===== config.mk =====
export PLATFORM = sky130hd
export DESIGN_NAME = thumb_register_alu_top
export DESIGN_NICKNAME = d
export VERILOG_FILES = /design/src/sv/tra_pkg.sv /design/src/sv/thumb_register_alu_top.sv /design/src/sv/tra_shifter.sv /design/src/sv/tra_alu.sv
export SDC_FILE = /design/constraint.sdc
export NUM_CORES = 2
export LEC_CHECK = 0
export BUFFER_PORTS_ARGS = -buffer_cell sky130_fd_sc_hd__buf_2
export CAP_MARGIN = 20
export CORE_MARGIN = 2
export CORE_UTILIZATION = 45
export DETAILED_ROUTE_END_ITERATION = 8
export GPL_TIMING_DRIVEN = 1
export MAX_ROUTING_LAYER = met4
export SYNTH_ARGS = -nofsm -noshare
export SYNTH_HDL_FRONTEND = slang
export SYNTH_HIERARCHICAL = 1
export SYNTH_SLANG_ARGS = --single-unit

===== constraint.sdc =====
create_clock -name clk -period 14.2 [get_ports clk]
set_clock_uncertainty 0.05 [all_clocks]
set_input_delay 0.71 -clock clk [delete_from_list [all_inputs] [get_ports clk]]
set_output_delay 0.71 -clock clk [all_outputs]
set_load 0.01 [all_outputs]

===== src/sv/tra_pkg.sv =====
// ----------------------------------------------------------------------------
// tra_pkg
// Shared types and constants for the Thumb register-format data-processing ALU.
// ----------------------------------------------------------------------------
package tra_pkg;

	// Operand and shift amount widths.
	localparam int DATA_W  = 32;
	localparam int SHAMT_W = 8;
	localparam int ROT_W   = $clog2(DATA_W);

	// Data-processing opcodes, as carried in the command field.
	typedef enum logic [3:0] {
		OP_AND = 4'd0,
		OP_EOR = 4'd1,
		OP_LSL = 4'd2,
		OP_LSR = 4'd3,
		OP_ASR = 4'd4,
		OP_ADC = 4'd5,
		OP_SBC = 4'd6,
		OP_ROR = 4'd7,
		OP_TST = 4'd8,
		OP_NEG = 4'd9,
		OP_CMP = 4'd10,
		OP_CMN = 4'd11,
		OP_ORR = 4'd12,
		OP_MUL = 4'd13,
		OP_BIC = 4'd14,
		OP_MVN = 4'd15
	} op_t;

	// One result item: write-back value, enable and NZCV flags.
	typedef struct packed {
		logic [DATA_W-1:0] result;
		logic              write_result;
		logic              negative_flag;
		logic              zero_flag;
		logic              carry_flag;
		logic              overflow_flag;
	} alu_out_t;

	// Shifter result with its carry-out.
	typedef struct packed {
		logic [DATA_W-1:0] value;
		logic              carry;
	} shift_out_t;

endpackage


===== src/sv/thumb_register_alu_top.sv =====
// ----------------------------------------------------------------------------
// thumb_register_alu_top
// Thumb register-format data-processing ALU with registered input and output.
// ----------------------------------------------------------------------------
// Usage:
// One item on the input channel carries command, operand_n, operand_m,
// carry_in and overflow_in; it is taken when in_valid and in_ready are both
// high. One result item leaves on the output channel for every input item,
// carrying result, write_result and the NZCV flags, taken when out_valid
// and out_ready are both high.
// Path: an accepted item lands in the input register and is presented
// on the output from the result register. Throughput: one item per cycle
// while out_ready is high; the whole operation, including the 32x32
// low-word multiply, is evaluated between the two registers.
// Reset: arst_n clears both valid bits at once; no item is held afterward.
// Stall: when out_ready is low the result stays put; the input register
// still takes one more item, and in_ready drops only when both are full.
// ----------------------------------------------------------------------------
module thumb_register_alu_top (
	input  logic                        clk,
	input  logic                        arst_n,
	input  logic                        in_valid,
	output logic                        in_ready,
	input  logic [3:0]                  command,
	input  logic [tra_pkg::DATA_W-1:0]  operand_n,
	input  logic [tra_pkg::DATA_W-1:0]  operand_m,
	input  logic                        carry_in,
	input  logic                        overflow_in,
	output logic                        out_valid,
	input  logic                        out_ready,
	output logic [tra_pkg::DATA_W-1:0]  result,
	output logic                        write_result,
	output logic                        negative_flag,
	output logic                        zero_flag,
	output logic                        carry_flag,
	output logic                        overflow_flag
);

	logic                       vld_s1;
	tra_pkg::op_t               op_s1;
	logic [tra_pkg::DATA_W-1:0] n_s1;
	logic [tra_pkg::DATA_W-1:0] m_s1;
	logic                       c_s1;
	logic                       v_s1;
	logic                       vld_s2;
	tra_pkg::alu_out_t          res_s2;
	tra_pkg::alu_out_t          alu_out;
	logic                       adv_s2;

	// Stage moves forward when the next one is empty or draining.
	assign adv_s2   = !vld_s2 || out_ready;
	assign in_ready = !vld_s1 || adv_s2;

	// Input register valid bit.
	always_ff @(posedge clk or negedge arst_n) begin
		if (!arst_n) begin
			vld_s1 <= 1'b0;
		end else if (in_ready) begin
			vld_s1 <= in_valid;
		end
	end

	// Input register payload.
	always_ff @(posedge clk) begin
		if (in_ready && in_valid) begin
			op_s1 <= tra_pkg::op_t'(command);
			n_s1  <= operand_n;
			m_s1  <= operand_m;
			c_s1  <= carry_in;
			v_s1  <= overflow_in;
		end
	end

	tra_alu u_alu (
		.op          (op_s1),
		.operand_n   (n_s1),
		.operand_m   (m_s1),
		.carry_in    (c_s1),
		.overflow_in (v_s1),
		.alu_out     (alu_out)
	);

	// Result register valid bit.
	always_ff @(posedge clk or negedge arst_n) begin
		if (!arst_n) begin
			vld_s2 <= 1'b0;
		end else if (adv_s2) begin
			vld_s2 <= vld_s1;
		end
	end

	// Result register payload.
	always_ff @(posedge clk) begin
		if (adv_s2 && vld_s1) begin
			res_s2 <= alu_out;
		end
	end

	assign out_valid     = vld_s2;
	assign result        = res_s2.result;
	assign write_result  = res_s2.write_result;
	assign negative_flag = res_s2.negative_flag;
	assign zero_flag     = res_s2.zero_flag;
	assign carry_flag    = res_s2.carry_flag;
	assign overflow_flag = res_s2.overflow_flag;

endmodule


===== src/sv/tra_shifter.sv =====
// ----------------------------------------------------------------------------
// tra_shifter
// Register-controlled barrel shifter for LSL, LSR, ASR and ROR with carry-out.
// ----------------------------------------------------------------------------
module tra_shifter (
	input  tra_pkg::op_t                  op,
	input  logic [tra_pkg::DATA_W-1:0]    value,
	input  logic [tra_pkg::SHAMT_W-1:0]   amount,
	input  logic                          carry_in,
	output tra_pkg::shift_out_t           shift_out
);

	localparam int W = tra_pkg::DATA_W;

	logic [tra_pkg::ROT_W-1:0] amt_lo;
	logic                      amt_zero;
	logic                      amt_lt_w;
	logic                      amt_eq_w;
	logic [W:0]                lsl_wide;
	logic [W:0]                lsr_wide;
	logic signed [W:0]         asr_wide;
	logic [2*W-1:0]            ror_wide;

	assign amt_lo   = amount[tra_pkg::ROT_W-1:0];
	assign amt_zero = (amount == '0);
	assign amt_lt_w = (amount < tra_pkg::SHAMT_W'(W));
	assign amt_eq_w = (amount == tra_pkg::SHAMT_W'(W));

	// Extra bit beyond the value catches the last bit shifted out.
	assign lsl_wide = {1'b0, value} << amt_lo;
	assign lsr_wide = {value, 1'b0} >> amt_lo;
	assign asr_wide = $signed({value, 1'b0}) >>> amt_lo;
	assign ror_wide = {value, value} >> amt_lo;

	// Select the result and carry, covering the zero, full-width and larger amounts.
	always_comb begin
		shift_out.value = value;
		shift_out.carry = carry_in;
		case (op)
			tra_pkg::OP_LSL: begin
				if (amt_zero) begin
					shift_out.value = value;
				end else if (amt_lt_w) begin
					shift_out.value = lsl_wide[W-1:0];
					shift_out.carry = lsl_wide[W];
				end else begin
					shift_out.value = '0;
					shift_out.carry = amt_eq_w & value[0];
				end
			end
			tra_pkg::OP_LSR: begin
				if (amt_zero) begin
					shift_out.value = value;
				end else if (amt_lt_w) begin
					shift_out.value = lsr_wide[W:1];
					shift_out.carry = lsr_wide[0];
				end else begin
					shift_out.value = '0;
					shift_out.carry = amt_eq_w & value[W-1];
				end
			end
			tra_pkg::OP_ASR: begin
				if (amt_zero) begin
					shift_out.value = value;
				end else if (amt_lt_w) begin
					shift_out.value = asr_wide[W:1];
					shift_out.carry = asr_wide[0];
				end else begin
					shift_out.value = {W{value[W-1]}};
					shift_out.carry = value[W-1];
				end
			end
			tra_pkg::OP_ROR: begin
				if (!amt_zero) begin
					shift_out.value = ror_wide[W-1:0];
					shift_out.carry = ror_wide[W-1];
				end
			end
			default: begin
				shift_out.value = value;
				shift_out.carry = carry_in;
			end
		endcase
	end

endmodule


===== src/sv/tra_alu.sv =====
// ----------------------------------------------------------------------------
// tra_alu
// Combinational datapath: adder, logic unit, multiplier, shifter and flags.
// ----------------------------------------------------------------------------
module tra_alu (
	input  tra_pkg::op_t                  op,
	input  logic [tra_pkg::DATA_W-1:0]    operand_n,
	input  logic [tra_pkg::DATA_W-1:0]    operand_m,
	input  logic                          carry_in,
	input  logic                          overflow_in,
	output tra_pkg::alu_out_t             alu_out
);

	localparam int W = tra_pkg::DATA_W;

	logic [W-1:0]        add_a;
	logic [W-1:0]        add_b;
	logic                add_ci;
	logic [W:0]          add_sum;
	logic                add_v;
	logic [W-1:0]        product;
	logic [W-1:0]        res;
	logic                carry;
	logic                overflow;
	tra_pkg::shift_out_t shift_out;

	// Shared adder operand selection for the arithmetic and compare operations.
	always_comb begin
		add_a  = operand_n;
		add_b  = operand_m;
		add_ci = carry_in;
		case (op)
			tra_pkg::OP_ADC: begin
				add_b  = operand_m;
				add_ci = carry_in;
			end
			tra_pkg::OP_SBC: begin
				add_b  = ~operand_m;
				add_ci = carry_in;
			end
			tra_pkg::OP_NEG: begin
				add_a  = ~operand_m;
				add_b  = '0;
				add_ci = 1'b1;
			end
			tra_pkg::OP_CMP: begin
				add_b  = ~operand_m;
				add_ci = 1'b1;
			end
			tra_pkg::OP_CMN: begin
				add_b  = operand_m;
				add_ci = 1'b0;
			end
			default: begin
				add_a  = operand_n;
				add_b  = operand_m;
				add_ci = carry_in;
			end
		endcase
	end

	assign add_sum = {1'b0, add_a} + {1'b0, add_b} + {{W{1'b0}}, add_ci};
	assign add_v   = ~(add_a[W-1] ^ add_b[W-1]) & (add_a[W-1] ^ add_sum[W-1]);

	// Low word of the product only.
	assign product = operand_n * operand_m;

	tra_shifter u_shifter (
		.op        (op),
		.value     (operand_n),
		.amount    (operand_m[tra_pkg::SHAMT_W-1:0]),
		.carry_in  (carry_in),
		.shift_out (shift_out)
	);

	// Result and carry/overflow selection; untouched flags pass through.
	always_comb begin
		res      = '0;
		carry    = carry_in;
		overflow = overflow_in;
		case (op)
			tra_pkg::OP_AND, tra_pkg::OP_TST: res = operand_n & operand_m;
			tra_pkg::OP_EOR: res = operand_n ^ operand_m;
			tra_pkg::OP_ORR: res = operand_n | operand_m;
			tra_pkg::OP_BIC: res = operand_n & ~operand_m;
			tra_pkg::OP_MVN: res = ~operand_m;
			tra_pkg::OP_MUL: res = product;
			tra_pkg::OP_LSL, tra_pkg::OP_LSR, tra_pkg::OP_ASR, tra_pkg::OP_ROR: begin
				res   = shift_out.value;
				carry = shift_out.carry;
			end
			tra_pkg::OP_ADC, tra_pkg::OP_SBC, tra_pkg::OP_NEG,
			tra_pkg::OP_CMP, tra_pkg::OP_CMN: begin
				res      = add_sum[W-1:0];
				carry    = add_sum[W];
				overflow = add_v;
			end
			default: res = '0;
		endcase
	end

	// TST and the compares set flags only; N and Z follow the computed value.
	assign alu_out.result        = res;
	assign alu_out.write_result  = !(op == tra_pkg::OP_TST || op == tra_pkg::OP_CMP ||
		op == tra_pkg::OP_CMN);
	assign alu_out.negative_flag = res[W-1];
	assign alu_out.zero_flag     = (res == '0);
	assign alu_out.carry_flag    = carry;
	assign alu_out.overflow_flag = overflow;

endmodule


Yosys cells after proc, flatten, opt, wreduce, memory -nomap -nowiden
Cells that the tools add are included.

Add/sub/neg operators: 2. Multipliers: 1. Divide/modulo/power cells: 0. Magnitude comparators: 1. Eq/ne operators: 16. Shift-type cells: 4. Muxes and demuxes: 17. Bitwise logic cells: 11. Reduce and logical (&&, ||, !) cells: 17.

Operators with widths (number): $pmux W32 S8 (1); $mux W33 (4); $pmux W33 S4 (1); $mux W32 (4); $and A32 B32 Y32 (2); $pmux W32 S2 (1); $shr A64 B5 Y32 (1); $add A32 B32 Y33 (1); $add A33 B1 Y33 (1); $shl A32 B5 Y33 (1); $shr A33 B5 Y33 (1); $sshr A33 B5 Y33 (1); $eq A4 B4 Y1 const B (8); $logic_not A32 Y1 (1); $mul A32 B32 Y32 (1); $not A32 Y32 (1); $or A32 B32 Y32 (1); $xor A32 B32 Y32 (1); $eq A4 B3 Y1 const B (4); $eq A4 B2 Y1 const B (2); $eq A8 B6 Y1 const B (1); $logic_not A8 Y1 (1); $lt A8 B6 Y1 const B (1); $reduce_or A2 Y1 (3); other kinds (12) (25).

Register bits after elaboration: 109. Bits in latches: 0. Bits in writable memories: 0. Memory bits (read-only): 0. Output and inout bits: 39. Word-level logic and storage cells: 82. Memories kept: 0.

Longest topological paths before layout
Depth after elaboration: 8. Gate-level depth with buffers: 30. Mapped depth without buffers: 28.

Hierarchy
The synthesis kept the hierarchy.

By module, submodules not included: tra_alu (times used 1, cells each 2646, area an instance 20520.9 um^2); tra_shifter (times used 1, cells each 905, area an instance 7420.9 um^2); thumb_register_alu_top (times used 1, cells each 115, area an instance 3316.9 um^2).

Worst setup path after synthesis
OpenSTA, ideal clock, no wires.

Path kind: reg2reg. From: register m_s1[5] (netlist bit). To: register res_s2 (netlist bit zero_flag) (data pin). Data arrival time: 7.756 ns. Data required time: 13.981 ns. Slack: 6.225 ns. Stages on the path, launching flop included: 29. Buffers on the path: 2. Clock period less this slack: 7.975 ns. Cell sequence: edfxtp_1 -> clkbuf_1 -> inv_1 -> clkbuf_1 -> nor2_1 -> fa_1 -> fa_1 -> fa_1 -> inv_1 -> fa_1 -> inv_1 -> fa_1 -> inv_1 -> fa_1 -> inv_1 -> fa_1 -> fa_1 -> ha_1 -> nand3_1 -> nor2_1 -> nand3_1 -> or4b_1 -> a21o_1 -> a311oi_1 -> xor2_1 -> a221oi_1 -> o22ai_1 -> nand4b_1 -> nor4b_2.

RTL lines: start, declared (RTL line thumb_register_alu_top.sv:42) `logic [tra_pkg::DATA_W-1:0] m_s1;`; start signal, assigned (RTL line thumb_register_alu_top.sv:68) `m_s1 <= operand_m;`; end signal, assigned (RTL line thumb_register_alu_top.sv:95) `res_s2 <= alu_out;`; end, declared (RTL line thumb_register_alu_top.sv:46) `tra_pkg::alu_out_t res_s2;`.

==> out/qor.txt <==
==========================================================================
Number of distinct library cells after synthesis                       104
Worst-case headroom to the max-slew limit                            18.5%
Vias in the first global route                                       28507
Launch instance of the worst register-to-register path             m_s1[5]
Count of flip-flops with a built-in enable after synthesis             107
Capturing element of the worst setup path                        zero_flag
Avg WL per Cell                                               31.4 microns
Drc violations                                                           0
Post-route cell area                                           32900 sq um
# IOs                                                                  113
Core Region                                                    68700 sq um
Outcome                                                       finished, final reports clean
Per-cell via count in the routed design                               6.47
Slew Viols, Final                                                        0
CP Data Required Time                                             14.29 ns
Number of gates resized after cts                                        0
Clock buffers created by TritonCTS                                       9
Maximum clock insertion buffer count                                     2
Aggregate negative setup slack                                        0 ns
Number of setup buffers added after CTS                                  0
Final Wtd Congestion                                                  1.06
DRT Pass-1 Iters                                                         8
Worst hold-check path type                                     in -> async
Final Setup Violations                                                   0
Clock slew at reported path FFs                                    0.09 ns
Number of placed instances, taps included                             4544
Post-Place Cell Area                                           32600 sq um
Minimum clock period                                               9.37 ns
Final layout net count                                                4311
Max FO, Critical Path                                                   23
Vert. Die Dim                                                  268 microns
Number of non-filler instances in the completed layout                4565
Maximum clock rate                                               0.107 GHz
Worst r2r dst                                                    zero_flag
Post-detailed-placement half-perimeter wirelength             105000 microns
Clock H-tree levels                                                      3
Syn Std Cell Area                                              31300 sq um
Sequential element share of the synthesized area                     10.4%
Critical Path Max Stage Delay                                      0.92 ns
Async set-or-reset flop fraction in the synthesized netlist          1.83%
Synthesized area divided by synthesized cell count              8.53 sq um
Number of max-cap violations                                             0
Data arrival at the endpoint of the critical path                  9.46 ns
Layout cells sized above 1                                           11.5%
Total routed wirelength                                       143000 microns
Horizontal die dimension                                       268 microns
Transition time of the tightest slew-check pin                     1.21 ns
Flip-flop cell with the highest count after synthesis         sky130_fd_sc_hd__edfxtp_1
Hold Buf Count CTS                                                       0
Antenna violations before repair                                         3
TritonCTS Sinks                                                        109
Starting Density                                                     45.5%
Largest net degree at the start of global routing                      116
Cell at the root of the clock tree                            sky130_fd_sc_hd__clkbuf_16
Period utilisation layout                                            66.0%
Number of buffers added on ports                                       112
Clock tree from TritonCTS                                             done
Worst reg2reg setup slack                                          4.83 ns
Type of destination of the critical path                              flop
Critical Path Source Type                                             flop
Final-report hold violation count                                        0
Depth of the worst register-to-register path                            26
Slowest-stage cell, CP                                        sky130_fd_sc_hd__inv_1
Total routing resource utilization after global routing              41.5%
Final core utilization                                               47.9%
Worst setup path class                                          reg -> reg
Global-route wire length before repair                        206000 microns
Total of flip-flops plus latches after synthesis                       109
Layout area overhead                                                 5.37%
Post-Syn Instances                                                    3666
Setup repair after global routing missed its margin                     no
Ys Warns                                                                 6
Post-detailed-route count of antenna-violating nets                      0
Total congestion overflow after global routing                           0
Detailed Route Iter0 Violations                                       4058
Clock latency on the worst-skew pair                               0.41 ns
Routed vias                                                          29555
CP startpoint                                                      m_s1[5]
Most used cell, CP                                            sky130_fd_sc_hd__fa_1
Total die area                                                 71600 sq um
Net count of the mapped netlist                                       4352
Cell row count                                                          96
==========================================================================
## logic make-up (layout without fill, tap and decap cells)
family	Yosys count	in the layout	synth area share [%]
fa+ha+maj	612	612	34.3
buf+inv	753	717	9.76
other cells	0	4	0
mux	229	229	11.7
flops	109	109	10.4
simple gates	1164	1164	16.1
xor+xnor	128	128	3.59
compound gates	671	671	14.1
## layer usage
| layer | track usage, % | wire length [microns] | up-vias |
|---|---|---|---|
| met1 | 56.5 | 57600 | 14675 |
| met5 | - | 0 | - |
| met2 | 54.7 | 57100 | 2230 |
| met3 | 15.4 | 21100 | 366 |
| met4 | 17.6 | 7350 | 0 |
| li1 | - | - | 12284 |
## worst min path at each step
stage	from	slack, ns	end	depth (start not counted)
2_1_floorplan	arst_n	0.36	out_valid	0
3_3_place_gp	arst_n	0.45	vld_s1	1
3_5_place_dp	arst_n	0.45	out_valid	1
4_1_cts	arst_n	0.01	vld_s1	1
5_1_grt	arst_n	0.01	vld_s1	1
6_report	arst_n	0.03	vld_s1	1
## critical path: cells and delay by family, from the launching register on
family	cells	cell delay (ns)
adder cells (fa/ha/maj)	9	4.33
XOR/XNOR	1	0.20
AO/OA/AOI/OAI	4	1.38
flip-flops	1	0.70
buffers and inverters	5	1.13
AND/OR/NAND/NOR	7	1.27
## cell usage after synthesis, types with 16 or more instances
cell type	number	area [sq um]
sky130_fd_sc_hd__a211oi_1	26	195
sky130_fd_sc_hd__a21o_1	20	150
sky130_fd_sc_hd__a21oi_1	157	786
sky130_fd_sc_hd__a221oi_1	17	149
sky130_fd_sc_hd__a22oi_1	16	120
sky130_fd_sc_hd__a31oi_1	34	213
sky130_fd_sc_hd__and2_1	17	106
sky130_fd_sc_hd__buf_1	30	113
sky130_fd_sc_hd__buf_2	54	270
sky130_fd_sc_hd__clkbuf_1	169	634
sky130_fd_sc_hd__edfxtp_1	107	3210
sky130_fd_sc_hd__fa_1	410	8210
sky130_fd_sc_hd__ha_1	202	2530
sky130_fd_sc_hd__inv_1	452	1700
sky130_fd_sc_hd__mux2_2	31	349
sky130_fd_sc_hd__mux2i_1	93	931
sky130_fd_sc_hd__mux4_2	94	2120
sky130_fd_sc_hd__nand2_1	487	1830
sky130_fd_sc_hd__nand2b_1	19	119
sky130_fd_sc_hd__nand3_1	52	260
sky130_fd_sc_hd__nand4_1	18	113
sky130_fd_sc_hd__nor2_1	432	1620
sky130_fd_sc_hd__nor3_1	39	195
sky130_fd_sc_hd__o211ai_1	33	248
sky130_fd_sc_hd__o21a_1	19	143
sky130_fd_sc_hd__o21ai_0	161	806
sky130_fd_sc_hd__o22ai_1	33	206
sky130_fd_sc_hd__xnor2_1	104	911
sky130_fd_sc_hd__xor2_1	24	210
## layout make-up
| cell class | instances | area (sq um) |
|---|---|---|
| fill | 6830 | 35800 |
| multi-input combinational | 2804 | 25000 |
| sequential | 109 | 3260 |
| inverter | 474 | 1780 |
| timing repair buffer | 227 | 1460 |
| tap | 931 | 1160 |
| clock buffer | 11 | 243 |
| clock inverter | 5 | 42.5 |
| antenna | 4 | 10.0 |
## state kept, by name, indices dropped and copies added (netlist names)
signal / count
op_s1: 4
write_result: 1
overflow_flag: 1
vld_s1: 1
zero_flag: 1
result: 32
negative_flag: 1
c_s1: 1
m_s1: 32
n_s1: 32
out_valid: 1
carry_flag: 1
v_s1: 1
## through the flow
step	hold slack, ns	worst slack [ns]
floorplan	0.364	6.22
global placement	0.446	5.10
detailed placement	0.448	4.92
CTS	0.0143	4.88
global route	0.0118	4.59
finish	0.0280	4.83
## cell usage in the layout, fill, tap and decap left out, types with 17 or more instances in the layout
| cell | n |
|---|---|
| sky130_fd_sc_hd__nand2_1 | 485 |
| sky130_fd_sc_hd__inv_1 | 452 |
| sky130_fd_sc_hd__nor2_1 | 430 |
| sky130_fd_sc_hd__fa_1 | 410 |
| sky130_fd_sc_hd__ha_1 | 202 |
| sky130_fd_sc_hd__o21ai_0 | 161 |
| sky130_fd_sc_hd__a21oi_1 | 156 |
| sky130_fd_sc_hd__buf_2 | 112 |
| sky130_fd_sc_hd__buf_4 | 111 |
| sky130_fd_sc_hd__edfxtp_1 | 107 |
| sky130_fd_sc_hd__xnor2_1 | 104 |
| sky130_fd_sc_hd__mux4_2 | 94 |
| sky130_fd_sc_hd__mux2i_1 | 93 |
| sky130_fd_sc_hd__nand3_1 | 52 |
| sky130_fd_sc_hd__nor3_1 | 38 |
| sky130_fd_sc_hd__a31oi_1 | 34 |
| sky130_fd_sc_hd__o22ai_1 | 33 |
| sky130_fd_sc_hd__o211ai_1 | 33 |
| sky130_fd_sc_hd__mux2_2 | 31 |
| sky130_fd_sc_hd__a211oi_1 | 26 |
| sky130_fd_sc_hd__xor2_1 | 24 |
| sky130_fd_sc_hd__a21o_1 | 20 |
| sky130_fd_sc_hd__nand2b_1 | 19 |
| sky130_fd_sc_hd__o21a_1 | 19 |
| sky130_fd_sc_hd__nand4_1 | 18 |
| sky130_fd_sc_hd__a221oi_1 | 17 |
Power is not shown: default switching activity piles up to over one toggle a cycle in this logic, so the estimate is an artifact.
